**src/rtl/core/single_source_shortest_paths_core_assert.svh**
```systemverilog
// assertion macros shared by the shortest path core
`ifndef SINGLE_SOURCE_SHORTEST_PATHS_CORE_ASSERT_SVH
`define SINGLE_SOURCE_SHORTEST_PATHS_CORE_ASSERT_SVH

// implication checked every clock outside reset
`define SSSP_ASSERT_IMP(label, ante, cons) \
  label: assert property (@(posedge clk) disable iff (!rst_n) (ante) |-> (cons)) \
    else $error("assertion failed");

// implication checked in the cycle after the antecedent
`define SSSP_ASSERT_NEXT(label, ante, cons) \
  label: assert property (@(posedge clk) disable iff (!rst_n) (ante) |=> (cons)) \
    else $error("assertion failed");

`endif

```
**src/rtl/core/sssp_pkg.sv**
```systemverilog
package sssp_pkg;

  localparam int MaxNodes   = 64;
  localparam int MaxEdges   = 512;
  localparam int WeightBits = 16;
  localparam int DistBits   = 24;
  localparam int NodeBits   = 6;
  localparam int EdgeBits   = 9;
  localparam int CountBits  = 10;

  localparam logic [DistBits-1:0] DistTop = '1;

  localparam logic [0:0] CmdAdd = 1'b0;
  localparam logic [0:0] CmdRun = 1'b1;

  localparam logic [0:0] RegNodeCount  = 1'b0;
  localparam logic [0:0] RegSourceNode = 1'b1;

  typedef struct packed {
    logic [NodeBits-1:0]   from_node;
    logic [NodeBits-1:0]   to_node;
    logic [WeightBits-1:0] weight;
  } edge_t;

  typedef enum logic [3:0] {
    ST_IDLE,
    ST_INIT,
    ST_SCAN,
    ST_PICK,
    ST_EREAD,
    ST_EWAIT,
    ST_RELAX,
    ST_EMIT,
    ST_HOLD
  } state_t;

  // saturating add of distance and weight
  function automatic logic [DistBits-1:0] sat_add(input logic [DistBits-1:0] d,
                                                  input logic [WeightBits-1:0] w);
    logic [DistBits:0] s;
    s = {1'b0, d} + {{(DistBits+1-WeightBits){1'b0}}, w};
    return s[DistBits] ? DistTop : s[DistBits-1:0];
  endfunction

endpackage

```
**src/rtl/core/sssp_dist_mem.sv**
```systemverilog
module sssp_dist_mem (
  input  logic                                   clk,
  input  logic                                   wr_en,
  input  logic [sssp_pkg::NodeBits-1:0]          wr_addr,
  input  logic [sssp_pkg::DistBits-1:0]          wr_data,
  input  logic [sssp_pkg::NodeBits-1:0]          rd_addr,
  output logic [sssp_pkg::DistBits-1:0]          rd_data
);

  logic [sssp_pkg::DistBits-1:0] mem [sssp_pkg::MaxNodes];

  // distance table, registered read
  always_ff @(posedge clk) begin
    if (wr_en) begin
      mem[wr_addr] <= wr_data;
    end
    rd_data <= mem[rd_addr];
  end

endmodule

```
**config.mk**
```make
export PLATFORM = sky130hd
export DESIGN_NAME = sssp_dist_mem
export DESIGN_NICKNAME = d
export VERILOG_FILES = /design/src/rtl/core/single_source_shortest_paths_core_assert.svh /design/src/rtl/core/sssp_pkg.sv /design/src/rtl/core/sssp_dist_mem.sv
export SDC_FILE = /design/constraint.sdc
export NUM_CORES = 1
export LEC_CHECK = 0
export BUFFER_PORTS_ARGS = -buffer_cell sky130_fd_sc_hd__buf_2
export CAP_MARGIN = 20
export CELL_PAD_IN_SITES_DETAIL_PLACEMENT = 1
export CELL_PAD_IN_SITES_GLOBAL_PLACEMENT = 2
export CORE_ASPECT_RATIO = 0.7
export CORE_MARGIN = 8
export CORE_UTILIZATION = 45
export CTS_CLUSTER_DIAMETER = 50
export CTS_CLUSTER_SIZE = 8
export DETAILED_ROUTE_END_ITERATION = 16
export PLACE_DENSITY_LB_ADDON = 0.25
export SYNTH_ARGS = -nofsm -noshare
export SYNTH_HDL_FRONTEND = slang
export SYNTH_SLANG_ARGS = --single-unit
export TNS_END_PERCENT = 5
```
**constraint.sdc**
```tcl
create_clock -name clk -period 5.9 [get_ports clk]
set_clock_uncertainty 0.05 [all_clocks]
set_input_delay 1.18 -clock clk [delete_from_list [all_inputs] [get_ports clk]]
set_output_delay 1.18 -clock clk [all_outputs]
set_load 0.01 [all_outputs]
```
Word-level counts from Yosys, hierarchy flattened
Memories as Yosys holds them, arrays and structs flattened. A register that Yosys moved wholly into a read port is not among the register bits.
Index checks and enable logic that the tools add are counted.
{"block": "op_classes", "n_mux": 2}
{"cell": "2-to-1 mux 1 bit", "count": 2}
{"block": "totals", "mem_count": 1, "out_inout_bits": 24, "mem_bits_rw": 1536, "in_bits": 38, "register_bits": 0}
{"memory": "mem", "depth": 64, "word_bits": 24, "rd": 1, "rd_ports_with_merged_regs": 1, "write_ports": 1, "line_no": "sssp_dist_mem.sv:10", "rtl": "logic [sssp_pkg::DistBits-1:0] mem [sssp_pkg::MaxNodes];"}

Logic depth before layout (Yosys ltp)
{"block": "logic_depth", "depth_word": 2, "depth_mapped": 9}

Worst setup path after synthesis
Ideal clock, no wire load.
{"block": "synth_timing", "path_kind": "input to register", "startpoint": "input port wr_addr[3] (netlist bit)", "endpoint": "memory mem[48][0] (netlist bit) (enable)", "arrival_time_ns": 3.342, "cell_stages": 4, "setup_ns": 0.435, "slack_ns": 2.073, "cell_sequence": "clkbuf_1 -> nor2b_1 -> nand4b_1 -> nor3_1"}
{"item": "from (decl)", "line_no": "sssp_dist_mem.sv:4", "rtl": "input logic [sssp_pkg::NodeBits-1:0] wr_addr,"}
{"item": "to (decl)", "line_no": "sssp_dist_mem.sv:10"}
No word-level cell before the write port.

==> insert_results.sql <==
INSERT INTO impl_metrics (metric_group, metric, value, unit) VALUES
('sta', 'final.min_clock_period', '3.48', 'ns'),
('clocking', 'cts_htree_levels', '4', ''),
('clocking', 'cts.repair_timing.setup_buffer_count', '0', ''),
('global_route', 'pin_count_of_the_biggest_net_entering_global_routing', '96', ''),
('clocking', 'ctsResizeCount', '0', ''),
('global_route', 'track_usage', '21.7', '%'),
('setup_path', 'timing.critical_path.from_type', 'input pin', ''),
('floorplan', 'floorplan.rows', '111', ''),
('global_route', 'antenna_found_initial', '9', ''),
('cells_and_area', 'final_common_cell', 'edfxtp_1', ''),
('sta', 'setup_repair_after_global_routing_missed_its_margin', 'false', ''),
('drt', 'routedWlPerCell', '33.6', 'µm'),
('placed_design', 'port_buffers', '61', ''),
('yosys', 'synth_nets', '2648', ''),
('floorplan', 'initial_core_util', '45.3', '%'),
('clocking', 'tritoncts', 'yes', ''),
('yosys', 'post_synth_num_cell_types', '40', ''),
('setup_path', 'cp-end-kind', 'flip-flop', ''),
('setup_path', 'path_max_fanout', '57', ''),
('sta', 'finalWorstSetupSlack', '2.42', 'ns'),
('power', 'power_density', '358', 'nW/µm²'),
('setup_path', 'data_arrival_time_of_the_critical_path', '4.12', 'ns'),
('sta', 'ratio_of_final_minimum_period_to_clock_period', '59.0', '%'),
('cells_and_area', 'nNetsFinal', '2903', ''),
('yosys', 'synth_top_flop_cell', 'edfxtp_1', ''),
('yosys', 'seq_area_frac_synth', '78.6', '%'),
('global_route', 'first_global_vias', '30300', ''),
('global_route', 'grt_first_pass_wirelength', '225', 'mm'),
('cells_and_area', 'mostFrequentLayoutCells', 'edfxtp_1, mux4_2, clkbuf_16', ''),
('yosys', 'synth.ff_latch_count', '1560', ''),
('clocking', 'ctsLongestPathBuffers', '3', ''),
('power', 'cellLeakagePower', '21.6', 'nW'),
('yosys', 'synth_enable_flop_cells', '1536', ''),
('outcome', 'status', 'complete, no violations', ''),
('global_route', 'global_route.overflow_total', '0', ''),
('drt', 'drc', '0', ''),
('yosys', 'synth_warnings', '0', ''),
('run', 'max_cap_violations', '0', ''),
('cells_and_area', 'finish.utilization', '52.3', '%'),
('worst_hold_path', 'hold_class', 'input pin to flip-flop', ''),
('sta', 'maxClockFrequency', '287', 'MHz'),
('drt', 'dr_vias_cell', '6.09', ''),
('sta', 'max_slew.worst_pin.slew', '1.10', 'ns'),
('floorplan', 'die_h', '320', 'µm'),
('cells_and_area', 'area_growth_syn_to_layout', '15.3', '%'),
('drt', 'detailroute.via_count', '28700', ''),
('setup_path', 'worst_path_largest_cell_delay', '0.58', 'ns'),
('yosys', 'post_synth.cell_area_avg', '22.7', 'µm²'),
('sta', 'slew-limit-headroom', '26.4', '%'),
('drt', 'drt_wl_total', '159', 'mm'),
('cells_and_area', 'drive_gt1_share', '30.0', '%'),
('clocking', 'clk_latency', '0.81', 'ns'),
('yosys', 'synth_cell_area', '59300', 'µm²'),
('yosys', 'async_flop_share', '0', '%'),
('drt', 'drt_pass1_iterations', '5', ''),
('placed_design', 'place.detailed.hpwl', '91.3', 'mm'),
('setup_path', 'crit_chain', 'buf_8 -> buf_12 -> mux4_2 -> mux2_2 -> a221oi_1 -> a31oi_1 -> o21a_1', ''),
('drt', 'detail-route-antenna-nets', '0', ''),
('sta', 'finalMaxSlewViolations', '0', ''),
('floorplan', 'pin_count', '62', ''),
('yosys', 'syn_inst', '2610', ''),
('clocking', 'cts_hold_buf', '0', ''),
('placed_design', 'post-place-ws', '1.60', 'ns'),
('setup_path', 'worstPathRequired', '6.54', 'ns'),
('floorplan', 'die_x', '450', 'µm'),
('placed_design', 'globalplace.congestion', '0.766', ''),
('power', 'power.ir.vdd_worst', '309', 'µV'),
('drt', 'detail_route.iter0.violations', '3352', ''),
('setup_path', 'setup.worst_path.class', 'input pin to flip-flop', ''),
('sta', 'timing.setup.tns', '0', 'ns'),
('power', 'total_power', '0.0245', 'W'),
('clocking', 'cts.root.buffer_cell', 'clkbuf_16', ''),
('clocking', 'clk_pin_slew', '0.05', 'ns'),
('floorplan', 'design.die.area', '144000', 'µm²'),
('clocking', 'cts.sink_count', '1560', ''),
('floorplan', 'design.core.area', '131000', 'µm²'),
('clocking', 'cts-buffers-inserted', '213', ''),
('sta', 'timing.final.hold_violations', '0', ''),
('sta', 'setup_viol', '0', ''),
('setup_path', 'slowest_cell_on_the_critical_path', 'buf_8', '');
==> kinds of logic after synthesis <==
kind of cell	count (synthesis)	share of synthesized area [%]
AO/OA/AOI/OAI	207	2.44
buffers and inverters	144	1.31
flip-flops	1560	78.6
multiplexers	503	16.1
AND/OR/NAND/NOR	196	1.56
==> synthesized netlist by cell type (24+ instances only) <==
| master | number | area [µm²] |
|---|---|---|
| edfxtp_1 | 1536 | 46100 |
| mux4_2 | 355 | 8000 |
| mux2i_1 | 95 | 951 |
| nor2_1 | 80 | 300 |
| mux2_2 | 53 | 597 |
| o22ai_1 | 53 | 332 |
| a221oi_1 | 52 | 455 |
| buf_2 | 45 | 225 |
| clkbuf_1 | 44 | 165 |
| nand2_1 | 36 | 135 |
| buf_4 | 31 | 233 |
| a22oi_1 | 29 | 218 |
| dfxtp_1 | 24 | 480 |
==> stage by stage <==
stage                     hold slack, ns  instances  instance area [µm²]
after floorplan                    0.722       2610                59300
after global placement             0.838       4388                62200
after detailed placement           0.830       4389                62200
after CTS                          0.719       4704                68100
after global routing               0.688       4720                68400
final                              0.708       4720                68400
==> report_power, final <==
group          switching, W  internal, W  total (W)
Sequential        0.0000570       0.0123     0.0123
Clock               0.00442      0.00659     0.0110
Combinational      0.000717     0.000424    0.00114
Total               0.00520       0.0193     0.0245
==> worst paths after layout <==
path / startpoint / to / slack, ns / cells past startpoint
setup / recovery: rd_addr[0] / rd_data[8] / 2.42 / 7
hold reg to reg: mem[2][18] / rd_data[18] / 0.83 / 5
setup reg to reg: mem[38][6] / rd_data[6] / 3.65 / 5
hold / removal: wr_data[22] / mem[13][22] / 0.71 / 1
==> routing by layer <==
metal / vias to the layer above / GRT usage (%) / part of all wire [%]
met5: - / 0.698 / 0.087
met4: 4 / 6.60 / 2.6
met3: 235 / 5.79 / 8.4
met2: 1215 / 32.3 / 45
met1: 15700 / 31.7 / 44
li1: 11600 / - / -
==> flip-flops by register name, summed over array words and instances (netlist names) <==
register,flops
mem,1536
rd_data,24
==> final cells by class <==
class	instances	area, µm²
fill	11300	62500
inverter	2	7.51
multi-input combinational	906	12100
antenna	4	10.0
timing repair buffer	182	1580
tap	1751	2190
clock buffer	303	5730
sequential	1560	46600
clock inverter	12	126
==> critical path: cells and delay by family <==
kind                   cells  cell delay [ns]
AOI/OAI and AO/OA          3             0.93
buffers and inverters      2             1.01
muxes                      2             0.84
Power figures use the tool's default switching activity.
